File: config.mk
export PLATFORM = sky130hd
export DESIGN_NAME = lcs_length_engine_unit
export DESIGN_NICKNAME = d
export VERILOG_FILES = /design/src/rtl/lcs_eng_pkg.sv /design/src/rtl/lcs_length_engine_unit.sv
export SDC_FILE = /design/constraint.sdc
export NUM_CORES = 1
export LEC_CHECK = 0
export ABC_AREA = 1
export BUFFER_PORTS_ARGS = -buffer_cell sky130_fd_sc_hd__buf_2
export CELL_PAD_IN_SITES_DETAIL_PLACEMENT = 2
export CELL_PAD_IN_SITES_GLOBAL_PLACEMENT = 2
export CORE_ASPECT_RATIO = 1.75
export CORE_MARGIN = 2
export CORE_UTILIZATION = 30
export CTS_BUF_LIST = sky130_fd_sc_hd__clkbuf_4
export CTS_CLUSTER_DIAMETER = 100
export CTS_CLUSTER_SIZE = 16
export DETAILED_ROUTE_END_ITERATION = 10
export GPL_TIMING_DRIVEN = 1
export PLACE_DENSITY_LB_ADDON = 0.1
export SLEW_MARGIN = 10
export SYNTH_ARGS = -nofsm -noshare
export SYNTH_HDL_FRONTEND = slang
export SYNTH_SLANG_ARGS = --single-unit
File: constraint.sdc
create_clock -name clk -period 9.45 [get_ports clk]
set_clock_uncertainty 0.15 [all_clocks]
set_input_delay 0.4725 -clock clk [delete_from_list [all_inputs] [get_ports clk]]
set_output_delay 0.4725 -clock clk [all_outputs]
set_load 0.01 [all_outputs]
File: src/rtl/lcs_eng_pkg.sv
`default_nettype none
// ----------------------------------------------------------------------------
// lcs_eng_pkg
// Shared types and constants of the LCS length engine: request codes,
// sizes of the X store and the row store, beat structs and FSM states.
// ----------------------------------------------------------------------------
package lcs_eng_pkg;

  localparam int MAX_LEN = 64;
  localparam int IDX_W   = (MAX_LEN > 1) ? $clog2(MAX_LEN) : 1;
  localparam int CNT_W   = $clog2(MAX_LEN + 1);
  localparam int SYM_W   = 8;
  localparam int LEN_W   = 7;

  typedef enum logic [1:0] {
    REQ_CLEAR   = 2'd0,
    REQ_APPEND  = 2'd1,
    REQ_PROCESS = 2'd2,
    REQ_FINISH  = 2'd3
  } req_t;

  typedef struct packed {
    req_t             req_type;
    logic [SYM_W-1:0] symbol;
  } in_beat_t;

  typedef struct packed {
    logic [LEN_W-1:0] lcs_length;
    logic             truncated;
  } out_beat_t;

  typedef enum logic [1:0] {
    ST_IDLE,
    ST_SCAN,
    ST_FIN
  } state_t;

endpackage
`default_nettype wire

File: src/rtl/lcs_length_engine_unit.sv
`default_nettype none
// ----------------------------------------------------------------------------
// lcs_length_engine_unit
// Longest common subsequence length of a stored byte string X and a
// streamed byte string Y, with the dynamic-programming row in block RAM.
// ----------------------------------------------------------------------------
// Usage: send a clear beat to start a pair, append beats to load X (up to
// MAX_LEN bytes, extra bytes are dropped and flagged), process beats to
// stream Y, and a finish beat to get one result beat on the out channel.
// Clear and append beats are handled without leaving the idle state. A
// process beat scans the stored X: one row entry is read, updated and
// written back per cycle, bounded by the single read and write port of the
// row RAM, and the next item waits for the scan to end. A finish beat reads
// the last row entry from the RAM, then loads the output register with its
// result once that register is free.
// A waiting result does not block clear, append or process beats; a second
// finish waits until the first result is taken. Stalls on out_ready
// hold the output register and a finish that waits for it.
// Reset empties X, drops the overflow flag and idles the FSM. The RAMs are
// not swept: append zeroes each row entry as it stores its X byte, and only
// entries below the fill count are read.
// ----------------------------------------------------------------------------
module lcs_length_engine_unit (
  input  wire                         clk,
  input  wire                         rst_n,
  input  wire                         in_valid,
  output logic                        in_ready,
  input  wire lcs_eng_pkg::in_beat_t  in_data,
  output logic                        out_valid,
  input  wire                         out_ready,
  output lcs_eng_pkg::out_beat_t      out_data
);

  localparam int MAX_LEN = lcs_eng_pkg::MAX_LEN;
  localparam int IDX_W   = lcs_eng_pkg::IDX_W;
  localparam int CNT_W   = lcs_eng_pkg::CNT_W;
  localparam int SYM_W   = lcs_eng_pkg::SYM_W;
  localparam int LEN_W   = lcs_eng_pkg::LEN_W;

  // storage
  logic [SYM_W-1:0] x_mem  [MAX_LEN];
  logic [CNT_W-1:0] dp_mem [MAX_LEN];
  logic [SYM_W-1:0] x_rdata_r;
  logic [CNT_W-1:0] dp_rdata_r;

  // control state
  lcs_eng_pkg::state_t state_r, state_nxt;
  logic [CNT_W-1:0] cnt_r, cnt_nxt;
  logic             ovf_r, ovf_nxt;
  logic             out_valid_r, out_valid_nxt;
  logic             p1_r, p1_nxt;

  // datapath state
  logic [CNT_W-1:0] idx_r, idx_nxt;
  logic [IDX_W-1:0] wa_r, wa_nxt;
  logic [CNT_W-1:0] diag_r, diag_nxt;
  logic [CNT_W-1:0] left_r, left_nxt;
  logic [SYM_W-1:0] y_r, y_nxt;
  logic             empty_r, empty_nxt;
  lcs_eng_pkg::out_beat_t out_data_r, out_data_nxt;

  // memory ports
  logic             x_we, x_re, dp_we, dp_re;
  logic [IDX_W-1:0] x_wa, dp_wa, dp_ra;
  logic [SYM_W-1:0] x_wd;
  logic [CNT_W-1:0] dp_wd;
  logic [CNT_W-1:0] cell_val;

  logic accept;

  assign in_ready  = (state_r == lcs_eng_pkg::ST_IDLE);
  assign accept    = in_valid && in_ready;
  assign out_valid = out_valid_r;
  assign out_data  = out_data_r;

  // row update for the entry whose data came back this cycle
  always_comb begin
    if (x_rdata_r == y_r) begin
      cell_val = diag_r + 1'b1;
    end else if (dp_rdata_r >= left_r) begin
      cell_val = dp_rdata_r;
    end else begin
      cell_val = left_r;
    end
  end

  always_comb begin
    state_nxt     = state_r;
    cnt_nxt       = cnt_r;
    ovf_nxt       = ovf_r;
    out_valid_nxt = out_valid_r;
    p1_nxt        = 1'b0;
    idx_nxt       = idx_r;
    wa_nxt        = wa_r;
    diag_nxt      = diag_r;
    left_nxt      = left_r;
    y_nxt         = y_r;
    empty_nxt     = empty_r;
    out_data_nxt  = out_data_r;
    x_we          = 1'b0;
    x_re          = 1'b0;
    dp_we         = 1'b0;
    dp_re         = 1'b0;
    x_wa          = cnt_r[IDX_W-1:0];
    x_wd          = in_data.symbol;
    dp_wa         = cnt_r[IDX_W-1:0];
    dp_wd         = '0;
    dp_ra         = idx_r[IDX_W-1:0];

    if (out_valid_r && out_ready) begin
      out_valid_nxt = 1'b0;
    end

    case (state_r)
      lcs_eng_pkg::ST_IDLE: begin
        if (accept) begin
          case (in_data.req_type)
            lcs_eng_pkg::REQ_CLEAR: begin
              cnt_nxt = '0;
              ovf_nxt = 1'b0;
            end
            lcs_eng_pkg::REQ_APPEND: begin
              if (cnt_r < CNT_W'(MAX_LEN)) begin
                x_we    = 1'b1;
                dp_we   = 1'b1;
                cnt_nxt = cnt_r + 1'b1;
              end else begin
                ovf_nxt = 1'b1;
              end
            end
            lcs_eng_pkg::REQ_PROCESS: begin
              y_nxt     = in_data.symbol;
              idx_nxt   = '0;
              diag_nxt  = '0;
              left_nxt  = '0;
              state_nxt = lcs_eng_pkg::ST_SCAN;
            end
            lcs_eng_pkg::REQ_FINISH: begin
              empty_nxt = (cnt_r == '0);
              dp_re     = (cnt_r != '0);
              dp_ra     = IDX_W'(cnt_r - 1'b1);
              state_nxt = lcs_eng_pkg::ST_FIN;
            end
            default: begin
            end
          endcase
        end
      end

      lcs_eng_pkg::ST_SCAN: begin
        // issue the read of entry idx while entry idx-1 is written back
        if (idx_r < cnt_r) begin
          x_re    = 1'b1;
          dp_re   = 1'b1;
          p1_nxt  = 1'b1;
          wa_nxt  = idx_r[IDX_W-1:0];
          idx_nxt = idx_r + 1'b1;
        end
        if (p1_r) begin
          dp_we    = 1'b1;
          dp_wa    = wa_r;
          dp_wd    = cell_val;
          diag_nxt = dp_rdata_r;
          left_nxt = cell_val;
        end
        if (!(idx_r < cnt_r) && !p1_r) begin
          state_nxt = lcs_eng_pkg::ST_IDLE;
        end
      end

      lcs_eng_pkg::ST_FIN: begin
        // hold the read data until the output register is free
        if (!out_valid_r || out_ready) begin
          out_data_nxt.lcs_length = empty_r ? '0 : LEN_W'(dp_rdata_r);
          out_data_nxt.truncated  = ovf_r;
          out_valid_nxt           = 1'b1;
          state_nxt               = lcs_eng_pkg::ST_IDLE;
        end
      end

      default: begin
        state_nxt = lcs_eng_pkg::ST_IDLE;
      end
    endcase
  end

  always_ff @(posedge clk) begin
    if (!rst_n) begin
      state_r     <= lcs_eng_pkg::ST_IDLE;
      cnt_r       <= '0;
      ovf_r       <= 1'b0;
      out_valid_r <= 1'b0;
      p1_r        <= 1'b0;
    end else begin
      state_r     <= state_nxt;
      cnt_r       <= cnt_nxt;
      ovf_r       <= ovf_nxt;
      out_valid_r <= out_valid_nxt;
      p1_r        <= p1_nxt;
    end
  end

  always_ff @(posedge clk) begin
    idx_r      <= idx_nxt;
    wa_r       <= wa_nxt;
    diag_r     <= diag_nxt;
    left_r     <= left_nxt;
    y_r        <= y_nxt;
    empty_r    <= empty_nxt;
    out_data_r <= out_data_nxt;
  end

  // X store: one write port, one registered read port
  always_ff @(posedge clk) begin
    if (x_we) begin
      x_mem[x_wa] <= x_wd;
    end
    if (x_re) begin
      x_rdata_r <= x_mem[idx_r[IDX_W-1:0]];
    end
  end

  // row store: read and write never hit the same entry in one cycle
  always_ff @(posedge clk) begin
    if (dp_we) begin
      dp_mem[dp_wa] <= dp_wd;
    end
    if (dp_re) begin
      dp_rdata_r <= dp_mem[dp_ra];
    end
  end

`ifndef SYNTHESIS
  a_cnt_bound: assert property (@(posedge clk) disable iff (!rst_n)
    cnt_r <= CNT_W'(MAX_LEN))
    else $error("fill count beyond store depth");

  a_wb_in_range: assert property (@(posedge clk) disable iff (!rst_n)
    (state_r == lcs_eng_pkg::ST_SCAN && p1_r) |-> ({1'b0, wa_r} < cnt_r))
    else $error("row write-back outside stored X");

  a_ovf_cause: assert property (@(posedge clk) disable iff (!rst_n)
    $rose(ovf_r) |-> $past(accept && in_data.req_type == lcs_eng_pkg::REQ_APPEND
                           && cnt_r == CNT_W'(MAX_LEN)))
    else $error("overflow flag set without a dropped append");

  a_out_from_fin: assert property (@(posedge clk) disable iff (!rst_n)
    $rose(out_valid_r) |-> $past(state_r == lcs_eng_pkg::ST_FIN))
    else $error("result raised outside finish");
`endif

endmodule
`default_nettype wire
Yosys cells after proc, flatten, opt, wreduce, memory -nomap -nowiden
Memories as Yosys holds them, arrays and structs flattened. A register that Yosys moved wholly into a read port is not among the register bits.
Index checks and enable logic that the tools add are counted.
{ "word_totals": {"ff_bits": 56, "ramBits": 960, "input_bits": 14, "out_inout_bits": 10, "word_cells": 103, "n_memories": 2} }
{ "memory_table": {"columns": ["memory", "words", "width", "read_ports", "rd_ports_with_merged_regs", "wr", "line", "text"], "rows": [
  ["x_mem", 64, 8, 1, 1, 1, "lcs_length_engine_unit.sv:41", "logic [SYM_W-1:0] x_mem [MAX_LEN];"],
  ["dp_mem", 64, 7, 1, 1, 1, "lcs_length_engine_unit.sv:42", "logic [CNT_W-1:0] dp_mem [MAX_LEN];"]
]} }
{ "classes": {"n_addsub": 4, "order_cmp": 3, "eq_ne": 15, "n_mux": 44, "n_reduce_logical": 22} }
{ "ops": {"columns": ["operator", "n"], "rows": [
  ["two-way mux 7 bit", 10],
  ["one-hot mux 7 bit (2 select lines)", 4],
  ["two-way mux 6 bit", 5],
  ["adder 7 x 1 -> 7 bit (second input constant)", 3],
  ["AND reduction 4 bit", 5],
  ["two-way mux 1 bit", 17],
  ["!= test 2 bit (second input constant)", 6],
  ["equality test 8 bit", 1],
  ["greater-or-equal comparator 7 bit", 1],
  ["logical NOT 7 bit", 1],
  ["< comparator 7 bit", 1],
  ["< comparator 7 bit (second input constant)", 1],
  ["nonzero test 7 bit", 1],
  ["equality test 2 bit (second input constant)", 3],
  ["two-way mux 2 bit", 3],
  ["one-hot mux 1 bit (2 select lines)", 3],
  ["one-hot mux 2 bit (3 select lines)", 1],
  ["AND reduction 3 bit", 2],
  ["subtractor 6 x 1 -> 6 bit (second input constant)", 1],
  ["equality test 2 x 1 -> 1 bit (second input constant)", 2],
  ["logical NOT 2 bit", 2],
  ["!= test 2 x 1 -> 1 bit (second input constant)", 2],
  ["one-hot mux 2 bit (2 select lines)", 1],
  ["AND reduction 2 bit", 2],
  ["5 further kinds", 10]
]} }

Logic depth before layout (Yosys ltp)
{ "depth": {"ltp_word": 7, "depth_mapped": 15} }

Worst setup path after synthesis
OpenSTA, ideal clock, no wires.
{ "synth_path": {"path_type": "reg-to-reg", "from": "register dp_rdata_r[2] (read register of dp_mem)", "to": "memory dp_mem[0][5] (netlist bit) (data pin)", "setup_time_ns": 0.682, "arrival_ns": 3.737, "t_required_ns": 8.618, "path_slack_ns": 4.881, "path_stages_with_launch": 9, "n_path_buf": 0, "path_cell_list": "edfxtp_1 ha_1 a21oi_1 o21ai_0 nand2_1 nand3_1 o21ai_0 a21oi_1 nor3_1"} }
{ "synth_via": {"elab_chain_cells": 5} }
{ "synth_lines": {"columns": ["element", "line", "text"], "rows": [
  ["start: declaration", "lcs_length_engine_unit.sv:44", "logic [CNT_W-1:0] dp_rdata_r;"],
  ["greater-or-equal comparator 7 bit", "lcs_length_engine_unit.sv:80", "end else if (dp_rdata_r >= left_r) begin"],
  ["two-way mux 7 bit", "lcs_length_engine_unit.sv:80", null],
  ["two-way mux 7 bit", "lcs_length_engine_unit.sv:78", "if (x_rdata_r == y_r) begin"],
  ["two-way mux 7 bit", "lcs_length_engine_unit.sv:159", "if (p1_r) begin"],
  ["two-way mux 7 bit", "lcs_length_engine_unit.sv:114", "case (state_r)"],
  ["named net dp_wd[5]", "lcs_length_engine_unit.sv:66", "logic [CNT_W-1:0] dp_wd;"],
  ["end: declaration", "lcs_length_engine_unit.sv:42", null]
]} }
The timed path passes the listed nets, and every way through them passes these cells.

Worst setup path in the final report
{ "layout_path": {"from": "register idx_r[0]", "to": "register dp_rdata_r[0] (read register of dp_mem) (data pin)"} }
{ "layout_via": {"elab_chain_cells": 3, "elab_cells_between_ends": 6} }
{ "layout_lines": {"columns": ["element", "line", "text"], "rows": [
  ["start: declaration", "lcs_length_engine_unit.sv:54", "logic [CNT_W-1:0] idx_r, idx_nxt;"],
  ["start signal: assignment", "lcs_length_engine_unit.sv:204", "idx_r <= idx_nxt;"],
  ["< comparator 7 bit / two-way mux 6 bit (equally long branches)", "lcs_length_engine_unit.sv:152, lcs_length_engine_unit.sv:117", null],
  ["two-way mux 1 bit / two-way mux 6 bit (equally long branches)", "lcs_length_engine_unit.sv:152, lcs_length_engine_unit.sv:116", null],
  ["one-hot mux 1 bit (2 select lines) / two-way mux 6 bit (equally long branches)", "lcs_length_engine_unit.sv:114", null]
]} }
Parallel ways exist; a longest one is shown, timed or not.
A chain may end at the register's enable or synchronous reset.

==> impl_metrics.ini <==
[outcome]
run_status = finished, final reports clean

[clock_tree]
hold_buffers = 20
ctsResizeCount = 0
cts_root_buf = clkbuf_4
post-cts-setup-buffers = 0
cts_tree = done
numCtsBuffers = 74
cts.clk_slew.worst_paths_ps = 180
htreeDepth = 3
numClockSinks = 1031
clockBufferDepth = 3
clk_latency_ps = 1090

[layout]
nFillCells = 15470
postLayoutCoreUtil_pct = 32.21
nNetsFinal = 3695
fin_cells = 5563
syn_to_final_growth_pct = 6.751
final_common_cell = edfxtp_1
drive_above_1_share_pct = 5.863
layout_common_cells = 1019 x edfxtp_1, 537 x nand3_1, 441 x nand2_1, 439 x nor2_1, 311 x inv_1

[sta]
hold_viol = 0
slew_headroom_pct = 24.95
worst_slack_ps = 4397
rsz0062_at_grt = no
setup_tns_ps = 0
maxSlewViolCount = 0
finalCritPeriodShare_pct = 53.47
min_period_ps = 5053
tightest_slew_ps = 1126
finalSetupViolCount = 0
max_freq_mhz = 197.9

[flow_run]
drv_cap = 0

[critical_path]
reg2regPathDepth = 13
cp.depth = 13
start_kind = flip-flop
critPathSlowestCell = nand2_8
crit_chain = inv_8 > nand2_1 > nand2_1 > nand2_8 > nand2_8 > buf_4 > nand2_1 > nand3_1 > nand3_1 > nand3_1 > nand3_1 > nand3_1 > nand2_1
critPathCaptureType = flip-flop
worstPathRequired_ps = 10160
cp.buffers_inverters = 2
cp_max_fo = 108
crit_path_frequent_cell = nand3_1
max_stage_delay_ps = 790
cp_top_family = simple AND/OR/NAND/NOR gates
worstPathArrival_ps = 5770
path_class = flip-flop to flip-flop

[logic_synthesis]
syn_nets = 3750
ys_warn_count = 0
avgSynthCellArea_um2 = 11.76
synth_cells = 3718
ys_types = 39
seq_area_frac_synth_pct = 70.53
synth-seq-cells = 1031
syn_area_um2 = 43720

[floorplan]
pin_count = 24
row_count = 185
core_area_um2 = 144900
die_h_um = 509.0
dieArea_um2 = 148900
die_w_um = 292.6
start_util_pct = 30.17

[placement]
pre_cts_ws_ps = 4322
gp_congestion = 0.7990
port_buffers = 23
dp_cells = 5437
hpwl_um = 96810

[drt]
drtIter0Drc = 1448
drc = 0
drt_first_pass_iters = 5
totalWireLength_um = 154700
vias_per_cell = 5.125
vias = 28510
wire_per_inst_um = 27.81
drtAntennaViolNets = 0

[worst_hold_path]
hold_depth = 5
hp-class = input port to flip-flop

[grt]
overflow = 0
antenna_found_initial = 9
grt_pass1_wl_um = 224400
groute.usage.overall_pct = 20.87
grt_max_degree = 164
grt_pass1_vias = 31300

[power_and_ir_drop]
p_leak_nw = 15.99
p_per_area_nw_per_um2 = 160.7
ir_drop_uv = 98.48
==> cell usage after synthesis, drive strengths merged <==
library cell,n,area share (%)
a211oi,2,0.034
a21oi,33,0.38
a221oi,1,0.020
a22oi,1,0.017
buf,114,1.4
clkbuf,110,0.95
clkinv,7,0.060
dfxtp,12,0.55
edfxtp,1019,70
ha,18,0.52
inv,320,2.7
nand2,450,4.0
nand3,537,6.1
nand3b,153,2.6
nand4,23,0.44
nor2,450,3.9
nor3,12,0.14
nor3b,2,0.034
nor4,1,0.014
o211ai,24,0.41
o21a,2,0.034
o21ai,292,3.4
o221ai,42,0.84
o22ai,80,1.1
xnor2,7,0.14
xor2,6,0.12
==> worst paths after layout <==
| check | endpoint | slack [ps] | startpoint |
|---|---|---|---|
| hold reg to reg | ovf_r | 380 | ovf_r |
| setup reg to reg | dp_rdata_r[0] | 4400 | idx_r[0] |
| setup / recovery | dp_rdata_r[0] | 4400 | idx_r[0] |
| hold / removal | out_valid | 170 | out_ready |
==> cell families (layout without fill, tap and decap cells) <==
group / after synthesis / in the layout / share of synthesized area (%)
compound gates: 477 / 477 / 6.276
xor+xnor: 13 / 13 / 0.2604
fa+ha+maj: 18 / 18 / 0.5151
buf+inv: 551 / 517 / 5.128
flops: 1031 / 1031 / 70.53
other cells: 0 / 9 / 0
simple gates: 1628 / 1628 / 17.29
==> where the power goes <==
part           leakage, nW  internal, W  switching, W
clock network        0.465     0.000496       0.00148
logic                 6.15     0.000124      0.000406
registers             9.38      0.00499    0.00000739
total                 16.0      0.00561       0.00189
==> registers in the layout (all words and copies together) (netlist names) <==
signal and flops:
cnt_r 7, diag_r 7, dp_mem 448, dp_rdata_r 7, empty_r 1, idx_r 7
left_r 7, out_data 8, out_valid 1, ovf_r 1, p1_r 1, state_r 2
wa_r 6, x_mem 512, x_rdata_r 8, y_r 8
==> metal layers <==
metal  vias up  GRT usage [%]  share of wire [%]
met5         -              0              0.054
met4        12          7.949                3.9
met3       196          1.851                1.8
met2       294          41.58                 57
met1     14960          22.38                 38
li1      13050              -                  -
==> stage by stage <==
step,hold slack (ps),power (W),cell area (um^2)
2_1_floorplan,258.2,0.005399,43720
3_3_place_gp,354.6,0.005641,45680
3_5_place_dp,346.4,0.005647,45690
4_1_cts,34.18,0.007622,46650
5_1_grt,118.8,0.007779,46670
6_report,174.3,0.007502,46670
==> final cells by class <==
type                            instances  area, um^2  share of cell area [%]
Antenna cell                            9       22.52                 0.04825
Clock buffer                           90       675.6                   1.448
Clock inverter                          7       86.33                  0.1850
Inverter                              327        1239                   2.654
Multi-Input combinational cell       2136       10760                   23.05
Sequential cell                      1031       30840                   66.07
Tap cell                             1870        2340                   5.013
Timing Repair Buffer                   93       715.7                   1.533
==> worst reg2reg max path, delay by kind of cell, from the launching register on <==
kind                   cells  cell delay, ps
buffers and inverters      2            1290
flip-flops                 1             510
AND/OR/NAND/NOR           11            2900
Note: power is estimated with default switching activity, not from simulation.
